--- config.mk ---
export PLATFORM = sky130hd
export DESIGN_NAME = serial_motor_command_sender
export DESIGN_NICKNAME = d
export VERILOG_FILES = /design/src/rtl/core/smcs_pkg.sv /design/src/rtl/core/smcs_cfg.sv /design/src/rtl/core/smcs_tx.sv /design/src/rtl/core/serial_motor_command_sender.sv
export SDC_FILE = /design/constraint.sdc
export NUM_CORES = 1
export LEC_CHECK = 0
export ABC_AREA = 1
export BUFFER_PORTS_ARGS = -buffer_cell sky130_fd_sc_hd__clkbuf_2
export CAP_MARGIN = 20
export CORE_UTILIZATION = 45
export DETAILED_ROUTE_END_ITERATION = 10
export PLACE_DENSITY = 0.65
export SYNTH_ARGS = -nofsm -noshare
export SYNTH_HDL_FRONTEND = slang
export SYNTH_SLANG_ARGS = --single-unit
--- constraint.sdc ---
create_clock -name clk -period 5.4 [get_ports clk]
set_input_delay 0.27 -clock clk [delete_from_list [all_inputs] [get_ports clk]]
set_output_delay 0.27 -clock clk [all_outputs]
set_load 0.01 [all_outputs]
--- src/rtl/core/smcs_pkg.sv ---
`timescale 1ns / 1ps
package smcs_pkg;

  // Configuration register indexes
  localparam logic [7:0] REG_START_BYTE     = 8'd0;
  localparam logic [7:0] REG_DEVICE_NUMBER  = 8'd1;
  localparam logic [7:0] REG_MOTOR_A_CODE   = 8'd2;
  localparam logic [7:0] REG_MOTOR_B_CODE   = 8'd3;
  localparam logic [7:0] REG_FORWARD_CODE   = 8'd4;
  localparam logic [7:0] REG_REVERSE_CODE   = 8'd5;
  localparam logic [7:0] REG_MAX_SPEED_CODE = 8'd6;
  localparam logic [7:0] REG_BIT_PERIOD     = 8'd7;

  // Item kinds and motor selects
  localparam logic       FUNC_CMD  = 1'b0;
  localparam logic       FUNC_TICK = 1'b1;
  localparam logic [1:0] SEL_A     = 2'd0;
  localparam logic [1:0] SEL_B     = 2'd1;

  // Speed scaling: divide by 100 as multiply by 5243 then shift by 19,
  // exact for products below 43690 (largest product is 100 * 127).
  localparam logic [6:0]  SPEED_FULL  = 7'd100;
  localparam logic [12:0] RECIP_100   = 13'd5243;
  localparam int          RECIP_SHIFT = 19;

  // Bit positions inside a frame: 0 start, 1..8 data, 9..10 stop
  localparam logic [3:0] BIT_START     = 4'd0;
  localparam logic [3:0] BIT_LAST_DATA = 4'd8;
  localparam logic [3:0] BIT_LAST_STOP = 4'd10;
  localparam logic [1:0] BYTE_LAST     = 2'd3;

  typedef struct packed {
    logic [7:0]  start_byte;
    logic [7:0]  device_number;
    logic [7:0]  motor_a_code;
    logic [7:0]  motor_b_code;
    logic [7:0]  forward_code;
    logic [7:0]  reverse_code;
    logic [6:0]  max_speed_code;
    logic [15:0] bit_period_ticks;
  } cfg_t;

  typedef struct packed {
    logic line;
    logic busy;
  } tx_stat_t;

endpackage

--- src/rtl/core/smcs_cfg.sv ---
`timescale 1ns / 1ps
module smcs_cfg (
  input  logic              clk,
  input  logic              rst_n,
  input  logic              wr_en,
  input  logic [7:0]        wr_index,
  input  logic [15:0]       wr_data,
  output smcs_pkg::cfg_t    cfg_q
);
  import smcs_pkg::*;

  cfg_t cfg_r;
  cfg_t cfg_nxt;

  always_comb begin
    cfg_nxt = cfg_r;
    if (wr_en) begin
      unique case (wr_index)
        REG_START_BYTE:     cfg_nxt.start_byte       = wr_data[7:0];
        REG_DEVICE_NUMBER:  cfg_nxt.device_number    = wr_data[7:0];
        REG_MOTOR_A_CODE:   cfg_nxt.motor_a_code     = wr_data[7:0];
        REG_MOTOR_B_CODE:   cfg_nxt.motor_b_code     = wr_data[7:0];
        REG_FORWARD_CODE:   cfg_nxt.forward_code     = wr_data[7:0];
        REG_REVERSE_CODE:   cfg_nxt.reverse_code     = wr_data[7:0];
        REG_MAX_SPEED_CODE: cfg_nxt.max_speed_code   = wr_data[6:0];
        REG_BIT_PERIOD:     cfg_nxt.bit_period_ticks = wr_data;
        default:            cfg_nxt = cfg_r;
      endcase
    end
  end

  always_ff @(posedge clk) begin
    if (!rst_n) begin
      cfg_r.start_byte       <= 8'd170;
      cfg_r.device_number    <= 8'd0;
      cfg_r.motor_a_code     <= 8'd0;
      cfg_r.motor_b_code     <= 8'd0;
      cfg_r.forward_code     <= 8'd0;
      cfg_r.reverse_code     <= 8'd1;
      cfg_r.max_speed_code   <= 7'd127;
      cfg_r.bit_period_ticks <= 16'd10;
    end else begin
      cfg_r <= cfg_nxt;
    end
  end

  assign cfg_q = cfg_r;

endmodule

--- src/rtl/core/smcs_tx.sv ---
`timescale 1ns / 1ps
module smcs_tx (
  input  logic                clk,
  input  logic                rst_n,
  input  smcs_pkg::cfg_t      cfg_q,
  input  logic                item_en,
  input  logic                item_func,
  input  logic [1:0]          item_sel,
  input  logic signed [15:0]  item_speed,
  output logic                busy_now,
  output smcs_pkg::tx_stat_t  stat_nxt
);
  import smcs_pkg::*;

  logic [31:0] frame_r,  frame_nxt;
  logic [1:0]  byte_r,   byte_nxt;
  logic [3:0]  bit_r,    bit_nxt;
  logic [15:0] tick_r,   tick_nxt;
  logic        line_r,   line_nxt;
  logic        busy_r,   busy_nxt;
  logic        pend_r,   pend_nxt;
  logic [13:0] prod_r,   prod_nxt;

  logic [15:0] abs_val;
  logic        go_rev;
  logic [6:0]  mag;
  logic [7:0]  motor_code;
  logic [7:0]  dir_code;
  logic [15:0] period;
  logic [15:0] tick_sum;
  logic [26:0] scaled;

  function automatic logic level_for_bit(input logic [31:0] frame,
                                         input logic [1:0]  bsel,
                                         input logic [3:0]  bpos);
    logic [7:0] cur;
    logic       lvl;
    cur = frame[{bsel, 3'b000} +: 8];
    if (bpos == BIT_START) begin
      lvl = 1'b0;
    end else if (bpos <= BIT_LAST_DATA) begin
      lvl = cur[3'(bpos - 4'd1)];
    end else begin
      lvl = 1'b1;
    end
    return lvl;
  endfunction

  // Command decode: motor A flips the sign, clamp magnitude to full speed
  always_comb begin
    abs_val    = item_speed[15] ? (~item_speed + 16'd1) : item_speed;
    go_rev     = (item_sel == SEL_A) ? (!item_speed[15] && (item_speed != 16'sd0))
                                     : item_speed[15];
    mag        = (abs_val > {9'd0, SPEED_FULL}) ? SPEED_FULL : abs_val[6:0];
    motor_code = (item_sel == SEL_A) ? cfg_q.motor_a_code : cfg_q.motor_b_code;
    dir_code   = go_rev ? cfg_q.reverse_code : cfg_q.forward_code;
    period     = (cfg_q.bit_period_ticks == 16'd0) ? 16'd1 : cfg_q.bit_period_ticks;
    tick_sum   = tick_r + 16'd1;
    scaled     = {13'd0, prod_r} * {14'd0, RECIP_100};
  end

  always_comb begin
    frame_nxt = frame_r;
    byte_nxt  = byte_r;
    bit_nxt   = bit_r;
    tick_nxt  = tick_r;
    line_nxt  = line_r;
    busy_nxt  = busy_r;
    pend_nxt  = 1'b0;
    prod_nxt  = prod_r;

    // Finish the speed byte in the cycle after the command is taken
    if (pend_r) begin
      frame_nxt[31:24] = {1'b0, scaled[RECIP_SHIFT +: 7]};
    end

    if (item_en) begin
      if (item_func == FUNC_CMD) begin
        if (!busy_r && (item_sel == SEL_A || item_sel == SEL_B)) begin
          frame_nxt[23:0] = {motor_code | dir_code, cfg_q.device_number,
                             cfg_q.start_byte};
          prod_nxt = {7'd0, mag} * {7'd0, cfg_q.max_speed_code};
          pend_nxt = 1'b1;
          byte_nxt = 2'd0;
          bit_nxt  = BIT_START;
          tick_nxt = 16'd0;
          busy_nxt = 1'b1;
          line_nxt = 1'b0;
        end
      end else if (busy_r) begin
        tick_nxt = tick_sum;
        if (tick_sum >= period) begin
          tick_nxt = 16'd0;
          if (bit_r >= BIT_LAST_STOP) begin
            bit_nxt = BIT_START;
            if (byte_r == BYTE_LAST) begin
              byte_nxt = 2'd0;
              busy_nxt = 1'b0;
            end else begin
              byte_nxt = byte_r + 2'd1;
            end
          end else begin
            bit_nxt = bit_r + 4'd1;
          end
          line_nxt = busy_nxt ? level_for_bit(frame_r, byte_nxt, bit_nxt) : 1'b1;
        end
      end
    end
  end

  always_ff @(posedge clk) begin
    if (!rst_n) begin
      frame_r <= 32'd0;
      byte_r  <= 2'd0;
      bit_r   <= BIT_START;
      tick_r  <= 16'd0;
      line_r  <= 1'b1;
      busy_r  <= 1'b0;
      pend_r  <= 1'b0;
    end else begin
      frame_r <= frame_nxt;
      byte_r  <= byte_nxt;
      bit_r   <= bit_nxt;
      tick_r  <= tick_nxt;
      line_r  <= line_nxt;
      busy_r  <= busy_nxt;
      pend_r  <= pend_nxt;
    end
  end

  always_ff @(posedge clk) begin
    prod_r <= prod_nxt;
  end

  assign busy_now      = busy_r;
  assign stat_nxt.line = line_nxt;
  assign stat_nxt.busy = busy_nxt;

  a_idle_line_high: assert property (@(posedge clk) disable iff (!rst_n)
    !busy_r |-> line_r)
    else $error("line low while idle");

  a_bit_in_range: assert property (@(posedge clk) disable iff (!rst_n)
    bit_r <= BIT_LAST_STOP)
    else $error("bit position beyond last stop bit");

  a_speed_ready: assert property (@(posedge clk) disable iff (!rst_n)
    pend_r |-> (byte_r == 2'd0 && busy_r))
    else $error("speed byte still pending past first byte");

endmodule

--- src/rtl/core/serial_motor_command_sender.sv ---
`timescale 1ns / 1ps
// Four-byte motor command sender over an 8N2 serial line. Each input beat is
// either a command (tuser = 0: motor select A/B plus signed speed) or a time
// tick (tuser = 1). A command taken while idle builds the frame (start byte,
// device number, motor code OR direction code, scaled 7-bit speed) and drives
// the start bit at once; every bit then lasts bit_period_ticks tick beats
// (zero acts as one). Every input beat yields exactly one output beat giving
// the line level and busy flag after that beat, plus a dropped flag for a
// command that arrived while busy. Rate: one beat per clock; a single output
// register holds the result, registered on acceptance, and a new input beat
// is taken whenever that register is empty or drains in the same cycle, so
// only a result left waiting holds off the input. The speed byte is finished
// in registered steps (magnitude times max_speed_code, then a reciprocal
// multiply for the divide by 100), hidden behind the first byte of the frame.
// Configuration writes are always ready; the user must keep them to idle
// periods only, which the block itself does not enforce.
module serial_motor_command_sender (
  input  logic        clk,
  input  logic        rst_n,
  // input beat
  input  logic        in_tvalid,
  output logic        in_tready,
  input  logic [23:0] in_tdata,   // [1:0] motor_select, [17:2] dir_speed, rest zero
  input  logic        in_tuser,   // [0] func
  // result beat
  output logic        out_tvalid,
  input  logic        out_tready,
  output logic [7:0]  out_tdata,  // [0] line_level, [1] busy_res, [2] dropped, rest zero
  // configuration writes
  input  logic        cfg_valid,
  output logic        cfg_ready,
  input  logic [7:0]  cfg_index,
  input  logic [15:0] cfg_data
);
  import smcs_pkg::*;

  cfg_t     cfg_q;
  tx_stat_t stat_nxt;
  logic     busy_now;
  logic     in_acc;
  logic     drop_now;

  logic       out_valid_r, out_valid_nxt;
  logic [2:0] out_data_r,  out_data_nxt;

  // Take a new beat whenever the result slot is empty or draining this cycle
  assign in_tready = !out_valid_r || out_tready;
  assign in_acc    = in_tvalid && in_tready;
  assign cfg_ready = 1'b1;

  smcs_cfg u_cfg (
    .clk      (clk),
    .rst_n    (rst_n),
    .wr_en    (cfg_valid && cfg_ready),
    .wr_index (cfg_index),
    .wr_data  (cfg_data),
    .cfg_q    (cfg_q)
  );

  smcs_tx u_tx (
    .clk        (clk),
    .rst_n      (rst_n),
    .cfg_q      (cfg_q),
    .item_en    (in_acc),
    .item_func  (in_tuser),
    .item_sel   (in_tdata[1:0]),
    .item_speed (in_tdata[17:2]),
    .busy_now   (busy_now),
    .stat_nxt   (stat_nxt)
  );

  // Drop any command that lands mid-transmission
  assign drop_now = (in_tuser == FUNC_CMD) && busy_now;

  always_comb begin
    out_valid_nxt = out_valid_r && !out_tready;
    out_data_nxt  = out_data_r;
    if (in_acc) begin
      out_valid_nxt = 1'b1;
      out_data_nxt  = {drop_now, stat_nxt.busy, stat_nxt.line};
    end
  end

  always_ff @(posedge clk) begin
    if (!rst_n) begin
      out_valid_r <= 1'b0;
    end else begin
      out_valid_r <= out_valid_nxt;
    end
  end

  always_ff @(posedge clk) begin
    out_data_r <= out_data_nxt;
  end

  assign out_tvalid = out_valid_r;
  assign out_tdata  = {5'd0, out_data_r};

  a_drop_while_busy: assert property (@(posedge clk) disable iff (!rst_n)
    (out_valid_r && out_data_r[2]) |-> out_data_r[1])
    else $error("dropped flag without busy");

  a_cmd_starts: assert property (@(posedge clk) disable iff (!rst_n)
    (in_acc && in_tuser == FUNC_CMD && !busy_now &&
     (in_tdata[1:0] == SEL_A || in_tdata[1:0] == SEL_B))
    |=> (out_valid_r && !out_data_r[0] && out_data_r[1] && !out_data_r[2]))
    else $error("accepted command did not start a frame");

  a_period_write: assert property (@(posedge clk) disable iff (!rst_n)
    (cfg_valid && cfg_index == REG_BIT_PERIOD)
    |=> cfg_q.bit_period_ticks == $past(cfg_data))
    else $error("bit period write lost");

endmodule

; Word-level counts from Yosys, hierarchy flattened
; Cells that the tools add are included.
[word_totals]
output_inout_bits = 11
word_cells = 129
register_bits = 145
in_bits = 54
[op_classes]
shifts = 1
mul = 2
n_addsub = 5
order_cmp = 5
eq_ne = 11
bitwise = 5
mux = 52
n_reduce_logical = 29
[ops]
columns = operator, n
row1 = $mux 16, 6
row2 = $mux 4, 9
row3 = $add 16x1->16 const B, 2
row4 = $eq 8x3->1 const B, 4
row5 = $shiftx 32x6->8, 1
row6 = $mul 14x13->26 const B, 1
row7 = $mux 1, 23
row8 = $mux 2, 10
row9 = $eq 8x2->1 const B, 2
row10 = $ge 16x16->1, 1
row11 = $gt 16x7->1 const B, 1
row12 = $logic_not 16->1, 1
row13 = $mux 8, 2
row14 = $not 16->16, 1
row15 = $reduce_and 2->1, 8
row16 = $reduce_bool 16->1, 1
row17 = $mul 7x7->14, 1
row18 = $eq 8x1->1 const B, 1
row19 = $logic_not 8->1, 1
row20 = $or 8x8->8, 1
row21 = $mux 7, 1
row22 = $reduce_and 3->1, 2
row23 = $logic_and 1x1->1, 5
row24 = $add 4x1->4 const B, 1
row25 = 17 further kinds, 24

; Depth between registers and ports, before layout
; Gate-level depths: netlist of the first run.
[depth]
depth_word = 17
depth_mapped = 31
ltp_nobuf = 31

; By module
; From an unflattened synthesis of the first run, not the netlist that was laid out.
[hier_totals]
cells_unflattened = 1660
area_unflattened_um2 = 12613.3
[modules_own_cells]
columns = module, n_inst, area_each_um2, seq_area_each_um2, cells_each
row1 = smcs_tx, 1, 9394.0, 1541.5, 1227
row2 = smcs_cfg, 1, 3017.9, 1421.4, 413
row3 = serial_motor_command_sender, 1, 201.4, 110.1, 20

; Worst setup path before layout of the first run
; No wires, ideal clock.
[synth_timing]
path_kind = input to register
startpoint = input in_tdata[3]
endpoint = register u_tx.prod_r[13] (data pin)
n_path_buf = 1
t_required_ns = 5.138
arrival_time_ns = 5.347
setup_ns = 0.262
slack_ns = -0.210
path_stages = 30
path_cell_list = inv_1 > ha_1 > nand2_2 > nor2_1 > a21oi_1 > xnor2_1 > nand2_1 > nor3_1 > nand4_1 > nor2_4 > buf_4 > nand3_1 > fa_1 > fa_1 > inv_1 > fa_1 > inv_1 > fa_1 > inv_1 > ha_1 > a21oi_1 > o21ai_0 > a21oi_1 > nor2_1 > o21ai_0 > nand2_1 > nand2_1 > nand2_1 > a21oi_1 > xor2_1
[synth_between]
elab_chain_len = 6
[synth_lines]
columns = element, line_no
row1 = from (decl), serial_motor_command_sender.sv:23  ; input logic [23:0] in_tdata,
row2 = $not 16->16, smcs_tx.sv:51  ; abs_val = item_speed[15] ? (~item_speed + 16'd1) : item_speed;
row3 = $add 16x1->16, smcs_tx.sv:51
row4 = $mux 16 (*), smcs_tx.sv:51
row5 = $gt 16x7->1, smcs_tx.sv:54  ; mag = (abs_val > {9'd0, SPEED_FULL}) ? SPEED_FULL : abs_val[6:0];
row6 = $mux 7 (*), smcs_tx.sv:54
row7 = $mul 7x7->14 (*), smcs_tx.sv:82  ; prod_nxt = {7'd0, mag} * {7'd0, cfg_q.max_speed_code};
row8 = to (signal assigned), smcs_tx.sv:132  ; prod_r <= prod_nxt;
row9 = to (decl), smcs_tx.sv:22  ; logic [13:0] prod_r, prod_nxt;
; Mark *: on every way between the ends. The rest lies on a longest branch, timed or not.
; A chain may end at the register's enable or synchronous reset.

; Final worst setup path of the first run
; Same ends and word-level chain as after synthesis.

==> impl_results.md, run 1 <==
- Dpl cell area: 12800 um^2
- Fin. Hold Viols: 0
- Area delta synth->final: 12.9%
- Clock network power share: 30.3%
- Gr ovfl total: 0
- GRT Resource Usage Total: 20.9%
- Final setup vio count: 0
- WL met3: 704 um
- Nets: 1893
- Antenna violations before repair: 0
- Hold crit path type: in2reg
- Fin crit share: 93.3%
- WL final: 26200 um
- Leakage: 6.70 nW
- Top-count cell post-synth: inv_1
- Die X: 165 um
- M1 WL: 13000 um
- Post-DRT Antenna Nets: 0
- Worst setup margin: 0.364 ns
- Die area: 27200 um^2
- Synth top cells by count: inv_1, nand2_1, ha_1
- Slew headroom: 39.6%
- Sw Share: 38.3%
- Combinational share of power: 39.5%
- Vias in the first global route: 9810
- Diode count: 0
- Num CTS Buffers: 17
- H-tree Lvls: 4
- Largest net degree at the start of global routing: 107
- Crit path launch: in_tdata[3]
- TritonRoute pass-1 iters: 5
- Reg2Reg Depth: 22
- Hold_buf cts: 0
- PortBufs: 52
- Average size of a mapped cell: 7.82 um^2
- FMAX: 199 MHz
- Reg clk slew, reported paths: 0.07 ns
- Worst r2r src: u_tx.prod_r[8]
- Sw power: 1.44 mW
- Crit path to: u_tx.prod_r[13]
- CP peak stage delay: 0.53 ns
- EDFF count, synth: 17
- Remaining routing DRC violations: 0
- Synth cell types: 43
- GPL Wtd Cong: 0.919
- Fillers: 2520
- Worst slew pin tran: 0.906 ns
- Worst Skew: 0.0103 ns
- Outcome: complete, no violations
- Hpwl dp: 21000 um
- Reg power frac: 30.2%
- Site Rows: 59
- Mapped cell area: 11900 um^2
- R2R Setup Slk: 0.60 ns
- Drt wl/cell: 13.4 um
- Largest cells by area after synthesis: dfxtp_1, ha_1, fa_1
- Int Power: 2.32 mW
- Data arrival, critical path: 5.21 ns
- Post-Syn Instances: 1526
- Final Instance Area: 13500 um^2
- CP Capture Type: flip-flop
- Number of warnings issued by yosys: 0
- Worst reg2reg path endpoint: u_tx.frame_r[30]
- Met2 routed WL: 12200 um
- Top cell type's share of synthesized area: 21.5%
- Post-synthesis register bit count: 145
- Ratio of cells with drive above 1 in the final layout: 10.1%
- DR vias/cell: 5.06
- Req. time, crit path: 5.57 ns
- Boundary Pins: 65
- CP startpoint kind: input pin
- Starting Density: 45.8%
- Maximum VDD drop: 0.245 mV
- Worst-Skew Late Latency: 0.43 ns
- CTS max path bufs: 2
- Crit path max fanout: 4
- Max Slew Vio Count: 0
- Seq/Total Area, Yosys: 25.7%
- Ys flop type: dfxtp_1
- Core area: 26100 um^2
- Period minus WS final: 5.04 ns
- First-pass GRT wire length: 45400 um
- Total number of vias: 9870
- Slowest-stage cell, CP: fa_1
- PwrDens: 280 nW/um^2
- Max-cap violations: 0
- Pre-CTS setup slack: -0.332 ns
- CTS tree: built
- CTS Root Buffer Type: clkbuf_16
- Initial DRC count: 564
- Async set or reset register ratio after synthesis: 0%
- Clk sinks: 145
- Critical path class: in2reg
- Max layer used: met4
- Die Y: 165 um
- Largest area contributor in the netlist: dfxtp_1
-- placed cells by master (no fill, tap or decap), types with 6 or more instances in the layout --
cell type,instances
fa_1,86
buf_4,47
nand3_1,98
nand2_1,176
xnor2_1,13
dfxtp_1,128
nand3b_1,6
inv_1,294
clkbuf_16,17
a41oi_1,6
clkbuf_2,52
edfxtp_1,17
conb_1,6
a21oi_1,141
o21ai_1,6
nor4_1,7
nor2_1,131
nand4_1,14
xor2_1,20
o21ai_0,115
ha_1,147
o211ai_1,17
-- worst max-delay path, delay by kind of cell --
family                   cells  cell delay, ns
adder cells (fa/ha/maj)      6            2.45
XOR/XNOR                     2            0.23
AO/OA/AOI/OAI                6            0.72
AND/OR/NAND/NOR             11            1.05
buffers and inverters        6            0.49
-- kinds of logic after synthesis --
kind of cell,after synthesis,synth area share [%]
AO/OA/AOI/OAI,310,14.1
XOR/XNOR,34,2.50
adder cells (fa/ha/maj),235,30.0
buffers and inverters,343,11.1
flip-flops,145,25.7
other,2,0.0629
AND/OR/NAND/NOR,457,16.4
-- stage by stage --
step                      TNS (ns)  utilization (%)  power, mW  hold WS, ns  cells
final                            0             51.7       3.77       0.0675   1952
after global routing       -0.0187             51.7       4.11       0.0620   1952
after CTS                        0             51.4       3.80       0.0606   1949
after detailed placement    -0.972             49.2       2.65        0.445   1917
after global placement      -0.535             49.2       2.63        0.439   1917
after floorplan                  0                -       2.28        0.396   1530
-- layer usage --
metal / GRT usage [%] / vias to the layer above
met5: 0 / -
met4: 5.38 / 0
met3: 2.31 / 31
met2: 34.9 / 172
met1: 28.6 / 4566
li1: - / 5101
-- registers in the layout, summed over array words and instances, names as in the netlist --
name,cells
u_tx.bit_r,4
out_tvalid,1
u_tx.pend_r,1
u_tx.byte_r,2
u_tx.tick_r,16
u_tx.frame_r,31
out_data_r,3
u_tx.busy_now,1
u_cfg.cfg_q,71
u_tx.line_r,1
u_tx.prod_r,14
-- final cells by class --
class | instances | area (um^2) | share of cell area, %
Multi-Input combinational cell | 1042 | 7650 | 56.8
Sequential cell | 145 | 3070 | 22.8
Inverter | 297 | 1110 | 8.27
Timing Repair Buffer | 101 | 636 | 4.72
Clock buffer | 18 | 439 | 3.26
Tap cell | 335 | 419 | 3.11
Clock inverter | 14 | 139 | 1.03
-- power by group through the flow --
stage                     logic (mW)  registers, mW  clock network (mW)
after floorplan                 1.12           1.16                   0
after global placement          1.47           1.16                   0
after detailed placement        1.49           1.16                   0
after CTS                       1.50           1.14                1.16
after global routing            1.76           1.14                1.21
final                           1.49           1.14                1.14
-- timing repair --
item | 4_1_cts | 5_1_grt
hold endpoints to repair | 0 | 0
buffers inserted | 0 | 3
gates resized for setup | 0 | 23
endpoints found under the setup margin | 0 | 5
-- how the worst min path moves through the flow --
stage                    startpoint              end  slack (ns)  cells past startpoint
global placement    u_cfg.cfg_q[66]  u_cfg.cfg_q[66]        0.44                      2
floorplan               cfg_data[7]  u_cfg.cfg_q[70]        0.40                      2
detailed placement  u_cfg.cfg_q[66]  u_cfg.cfg_q[66]        0.45                      2
finish                    in_tvalid       out_tvalid        0.07                      3
global route              in_tvalid       out_tvalid        0.06                      3
CTS                       in_tvalid       out_tvalid        0.06                      3
No activity file was read; power rests on OpenSTA's default activity.
==> run 2, diff against run 1 <==
--- a/config.mk
+++ b/config.mk
@@ -5,7 +5,6 @@
 export SDC_FILE = /design/constraint.sdc
 export NUM_CORES = 1
 export LEC_CHECK = 0
-export ABC_AREA = 1
 export BUFFER_PORTS_ARGS = -buffer_cell sky130_fd_sc_hd__clkbuf_2
 export CAP_MARGIN = 20
 export CORE_UTILIZATION = 45
==> run 2 against run 1 <==
Compared with the run above: the flow now finishes with violations (negative setup slack); via count decreased by 11%; global-route usage decreased by 1.7 points; sequential cell count unchanged; routed wire length decreased by 3.2%; core utilization increased by 1.4 points; largest cell class unchanged.
==> impl_results.md, run 2 <==
- Outcome: finished, violations left
- Failing checks: negative setup slack
- Max-cap violations: 0
- Fin. Hold Viols: 0
- Slew headroom: 33.7%
- CP peak stage delay: 0.51 ns
- Clk sinks: 145
- Pre-CTS setup slack: -0.619 ns
- Int Power: 2.42 mW
- Setup TNS: -0.0406 ns
- Number of warnings issued by yosys: 0
- GRT Resource Usage Total: 19.2%
- Mux share of post-synthesis cell area: 7.87%
- Worst slew pin tran: 0.988 ns
- Remaining routing DRC violations: 0
- Worst path most repeated cell: fa_1
- DR vias/cell: 5.14
- Largest family of logic cells by synthesized area: adder cells
- Sw power: 1.26 mW
- FMAX: 184 MHz
- Leakage: 6.52 nW
- Die X: 165 um
- Seq/Total Area, Yosys: 25.7%
- Diode count: 0
- GPL Wtd Cong: 0.854
- Post-DRT Antenna Nets: 0
- TritonRoute pass-1 iters: 4
- Hpwl dp: 19800 um
- Die Y: 165 um
- Ys flop type: dfxtp_1
- Hold crit path type: in2reg
- Reg clk slew, reported paths: 0.07 ns
- Data arrival, critical path: 5.73 ns
- WL final: 25400 um
- Reg2Reg Depth: 18
- Crit path buf inv count: 6
- Synth cell types: 72
- Compound-gate portion of the synthesized area: 9.87%
- H-tree Lvls: 4
- Synth top cells by count: inv_1, ha_1, dfxtp_1
- Fin crit share: 101%
- Period minus WS final: 5.44 ns
- Post-Synth Simple-Gate Area: 15.9%
- Worst r2r src: u_tx.prod_r[8]
- Initial DRC count: 338
- Boundary Pins: 65
- Worst reg2reg path endpoint: u_tx.frame_r[28]
- Min-delay src: in_tvalid
- Antenna violations before repair: 0
- Top-count cell post-synth: inv_1
- CTS Root Buffer Type: clkbuf_16
- Final setup vio count: 1
- CP Capture Type: flip-flop
- Num CTS Buffers: 17
- Sw Share: 34.2%
- Starting Density: 45.9%
- Post-synthesis register bit count: 145
- Ratio of cells with drive above 1 in the final layout: 15.3%
- Post-Synth Adder-Cell Area: 30.0%
- GR Util met3: 2.29%
- Hold slack: 0.0764 ns
- Vias in the first global route: 8586
- Nets: 1654
- Hold EP: out_tvalid
- Hold_buf cts: 0
- Largest register FFs: 71
- Maximum VDD drop: 0.248 mV
- Slowest-stage cell, CP: fa_1
- PortBufs: 52
- Worst Skew: 0.0125 ns
- CP startpoint kind: input pin
- First-pass GRT wire length: 41300 um
- Area delta synth->final: 15.8%
- R2R Setup Slk: 0.14 ns
- Worst setup margin: -0.0406 ns
- Commonest cells after routing, fill and taps aside: inv_1, ha_1, dfxtp_1, nand2_1, mux2i_1
- Xor and xnor area share after synthesis: 3.37%
- Hold Crit Depth: 3
- CTS tree: built
- EDFF count, synth: 17
- Largest cells by area after synthesis: dfxtp_1, ha_1, fa_1
- GRT Max-Usage Layer: met2
- Critical path class: in2reg
- Reg power frac: 30.6%
- Top cell type's share of synthesized area: 21.4%
- Site Rows: 59
- Largest net degree at the start of global routing: 84
- Post-Syn Instances: 1269
- GR met1 Demand/Resource: 26.0%
- Most common cell after layout, fill and taps aside: inv_1
- Worst-Skew Late Latency: 0.43 ns
- Crit path max fanout: 7
- Total number of vias: 8798
- Core area: 26100 um^2
- Max Slew Vio Count: 0
- Req. time, crit path: 5.69 ns
- Clock network power share: 30.4%
- Grt met2 use: 31.8%
- Drt wl/cell: 14.8 um
- Mapped cell area: 12000 um^2
- Largest area contributor in the netlist: dfxtp_1
- Die area: 27200 um^2
- Average size of a mapped cell: 9.42 um^2
- Combinational share of power: 39.1%
- Crit path max-delay family: adder cells
- PwrDens: 266 nW/um^2
- Async set or reset register ratio after synthesis: 0%
- Gr ovfl total: 0
- RSZ-0062 raised after global routing: true
- CTS max path bufs: 2
## run 2: cell count changes in the layout (fill, tap and decap cells not counted), sizes merged, moves of 20 or more
cell / before / now
mux2i: 0 / 88
a21boi: 1 / 32
nand3: 99 / 30
nor2b: 0 / 58
nor2: 139 / 48
nor3: 8 / 30
o21ai: 123 / 24
nand2: 180 / 126
buf: 49 / 69
a21oi: 145 / 21
inv: 305 / 176
## run 2: what timing repair did
action | in CTS | in global routing
pin swaps | 14 | 13
gates resized for setup | 15 | 24
setup buffers | 0 | 5
setup endpoints to repair | 5 | 8
## run 2: area by class of cell
| class | count | area [um^2] |
|---|---|---|
| fill | 2353 | 12200 |
| timing repair buffer | 120 | 817 |
| tap | 335 | 419 |
| multi-input combinational | 909 | 8310 |
| clock inverter | 15 | 133 |
| inverter | 172 | 671 |
| clock buffer | 17 | 425 |
| sequential | 145 | 3070 |
## run 2: tightest hold or removal path: cells and delay by family
| family | cells | cell delay [ns] |
|---|---|---|
| AO/OA/AOI/OAI | 1 | 0.06 |
| buffers and inverters | 2 | 0.13 |
## run 2: kinds of logic (layout without fill, tap and decap cells)
| family | after synthesis | count (layout) |
|---|---|---|
| AO/OA/AOI/OAI | 160 | 160 |
| XOR/XNOR | 46 | 46 |
| adder cells (fa/ha/maj) | 235 | 235 |
| buffers and inverters | 219 | 324 |
| flip-flops | 145 | 145 |
| multiplexers | 91 | 91 |
| other | 2 | 6 |
| AND/OR/NAND/NOR | 371 | 371 |
## run 2: worst max path at each step
| stage | startpoint | end | slack, ns | depth (start not counted) |
|---|---|---|---|---|
| after floorplan | in_tdata[3] | u_tx.prod_r[12] | -0.30 | 24 |
| after detailed placement | in_tdata[3] | u_tx.prod_r[12] | -0.62 | 25 |
| after global routing | in_tdata[3] | u_tx.prod_r[12] | -0.25 | 26 |
| final | in_tdata[3] | u_tx.prod_r[12] | -0.04 | 25 |
| after global placement | in_tdata[3] | u_tx.prod_r[12] | -0.57 | 25 |
| after CTS | in_tdata[3] | u_tx.prod_r[12] | -0.04 | 25 |
## run 2: power by group through the flow
stage               clock (mW)  sequential, mW  combinational [mW]
floorplan                    0            1.15               0.980
global placement             0            1.15                1.31
detailed placement           0            1.15                1.36
CTS                       1.14            1.13                1.37
global route              1.18            1.13                1.64
finish                    1.12            1.13                1.44
## run 2: metrics by stage
step	total power [mW]	cells	utilization [%]	area (um^2)
final	3.68	1713	53.1	13800
after global routing	3.95	1713	53.1	13800
after CTS	3.64	1708	52.4	13700
after detailed placement	2.50	1676	50.0	13000
after global placement	2.46	1676	50.0	13000
after floorplan	2.13	1273	-	12100
## run 2: metal layers
| layer | up-vias | part of all wire (%) |
|---|---|---|
| li1 | 4451 | - |
| met1 | 4190 | 49 |
| met2 | 128 | 47 |
| met3 | 29 | 2.5 |
| met4 | 0 | 1.5 |
| met5 | - | 0 |
==> run 3, diff against run 2 <==
--- a/config.mk
+++ b/config.mk
@@ -7,6 +7,7 @@
 export LEC_CHECK = 0
 export BUFFER_PORTS_ARGS = -buffer_cell sky130_fd_sc_hd__clkbuf_2
 export CAP_MARGIN = 20
+export CORE_ASPECT_RATIO = 2
 export CORE_UTILIZATION = 45
 export DETAILED_ROUTE_END_ITERATION = 10
 export PLACE_DENSITY = 0.65
==> run 3 against run 2 <==
Compared with the run above: the flow still finishes with violations (negative setup slack); final cell count grew 0.99%; global-route usage rose by 3.5 points; sequential share of layout area is essentially flat; design area increased by 0.14%; routed wire length is 13% higher; clock skew down 0.0036 ns.
==> impl_results.md, run 3 (synthesis results as in run 2) <==
- Period minus WS final: 5.56 ns
- CTS max path bufs: 2
- GRT Resource Usage Total: 22.7%
- Starting Density: 45.7%
- TritonRoute pass-1 iters: 5
- Core area: 26200 um^2
- Area delta synth->final: 16.0%
- H-tree Lvls: 4
- Failing checks: negative setup slack
- GPL Wtd Cong: 0.889
- Worst slew pin tran: 1.04 ns
- Fin. Hold Viols: 0
- Register area: 3070 um^2
- Initial DRC count: 349
- Fillers: 2365
- PwrDens: 270 nW/um^2
- Final core occ: 53.0%
- Site Rows: 84
- Most common cell after layout, fill and taps aside: inv_1
- Crit path max fanout: 5
- CP startpoint kind: input pin
- Largest net degree at the start of global routing: 67
- Num CTS Buffers: 17
- Commonest cells after routing, fill and taps aside: inv_1, ha_1, dfxtp_1, nand2_1, mux2i_1
- Boundary Pins: 65
- Maximum VDD drop: 0.248 mV
- Gr ovfl total: 0
- Leakage: 6.55 nW
- Outcome: finished, violations left
- Fin crit share: 103%
- Total number of vias: 9151
- Footprint of the multi-input gates: 8230 um^2
- Final setup vio count: 3
- Worst-Skew Late Latency: 0.43 ns
- Max Slew Vio Count: 0
- Setup TNS: -0.213 ns
- Slew headroom: 30.4%
- Hold crit path type: in2reg
- Post-DRT Antenna Nets: 0
- CP Capture Type: flip-flop
- RSZ-0062 raised after global routing: true
- Vias in the first global route: 9488
- Hold_buf cts: 0
- Data arrival, critical path: 5.85 ns
- Slowest-stage cell, CP: fa_1
- Clk sinks: 145
- Max-cap violations: 0
- CTS tree: built
- Remaining routing DRC violations: 0
- Diode count: 0
- Drt wl/cell: 16.6 um
- Critical path class: in2reg
- Die area: 27300 um^2
- CP peak stage delay: 0.55 ns
- Die X: 117 um
- Worst Skew: 0.00886 ns
- Nets: 1663
- PortBufs: 52
- Antenna violations before repair: 0
- Die Y: 233 um
- CTS Root Buffer Type: clkbuf_16
- Req. time, crit path: 5.69 ns
- Ratio of cells with drive above 1 in the final layout: 15.2%
- Reg clk slew, reported paths: 0.07 ns
- Largest register FFs: 71
- Worst setup margin: -0.156 ns
- First-pass GRT wire length: 46500 um
- WL final: 28800 um
- Hpwl dp: 23500 um
- FMAX: 180 MHz
- DR vias/cell: 5.29
run 3: power by group:
part	total [mW]	internal [mW]	switching, mW
Clock	1.12	0.655	0.469
Sequential	1.13	1.11	0.0157
Combinational	1.49	0.691	0.804
run 3: path summary, 6_finish.rpt:
| path | start | to | slack, ns | cells past startpoint |
|---|---|---|---|---|
| max reg2reg | u_tx.prod_r[8] | u_tx.frame_r[28] | 0.21 | 20 |
| max | in_tdata[3] | u_tx.prod_r[12] | -0.16 | 25 |
| min reg2reg | u_tx.frame_r[2] | u_tx.frame_r[2] | 0.46 | 2 |
| min | cfg_data[10] | u_cfg.cfg_q[10] | 0.07 | 3 |
run 3: critical path: cells and delay by family:
| kind | cells | cell delay, ns |
|---|---|---|
| AOI/OAI and AO/OA | 8 | 1.36 |
| adders and majority gates | 6 | 2.42 |
| buffers and inverters | 6 | 0.37 |
| and+or+nand+nor | 5 | 1.43 |
run 3: layer usage:
layer,global-route usage [%],vias to the layer above,wire length [um]
met1,21.2,4452,9830
met5,0,-,0
met3,3.20,80,604
met4,15.9,0,1890
li1,-,4469,-
met2,43.3,150,16400
run 3: final cells by class:
class	count	area share, %
multi-input combinational	909	59.3
sequential	145	22.2
timing repair buffer	129	6.52
inverter	172	4.84
clock buffer	19	3.27
tap	344	3.10
clock inverter	12	0.803
run 3: timing repair:
| action | in CTS | in global routing |
|---|---|---|
| buffers inserted | 2 | 3 |
| gates resized for setup | 12 | 14 |
| pin swaps | 23 | 10 |
| endpoints found under the setup margin | 6 | 8 |
run 3: metrics by stage:
step                worst slack (ns)  cell area (um^2)  cells  total power, mW  hold slack (ns)
floorplan                     -0.298             12100   1273             2.13            0.398
global placement              -0.580             13100   1693             2.57            0.447
detailed placement            -0.670             13100   1695             2.61            0.456
CTS                           -0.137             13800   1728             3.74           0.0582
global route                  -0.310             13900   1730             4.03           0.0745
finish                        -0.156             13900   1730             3.75           0.0703
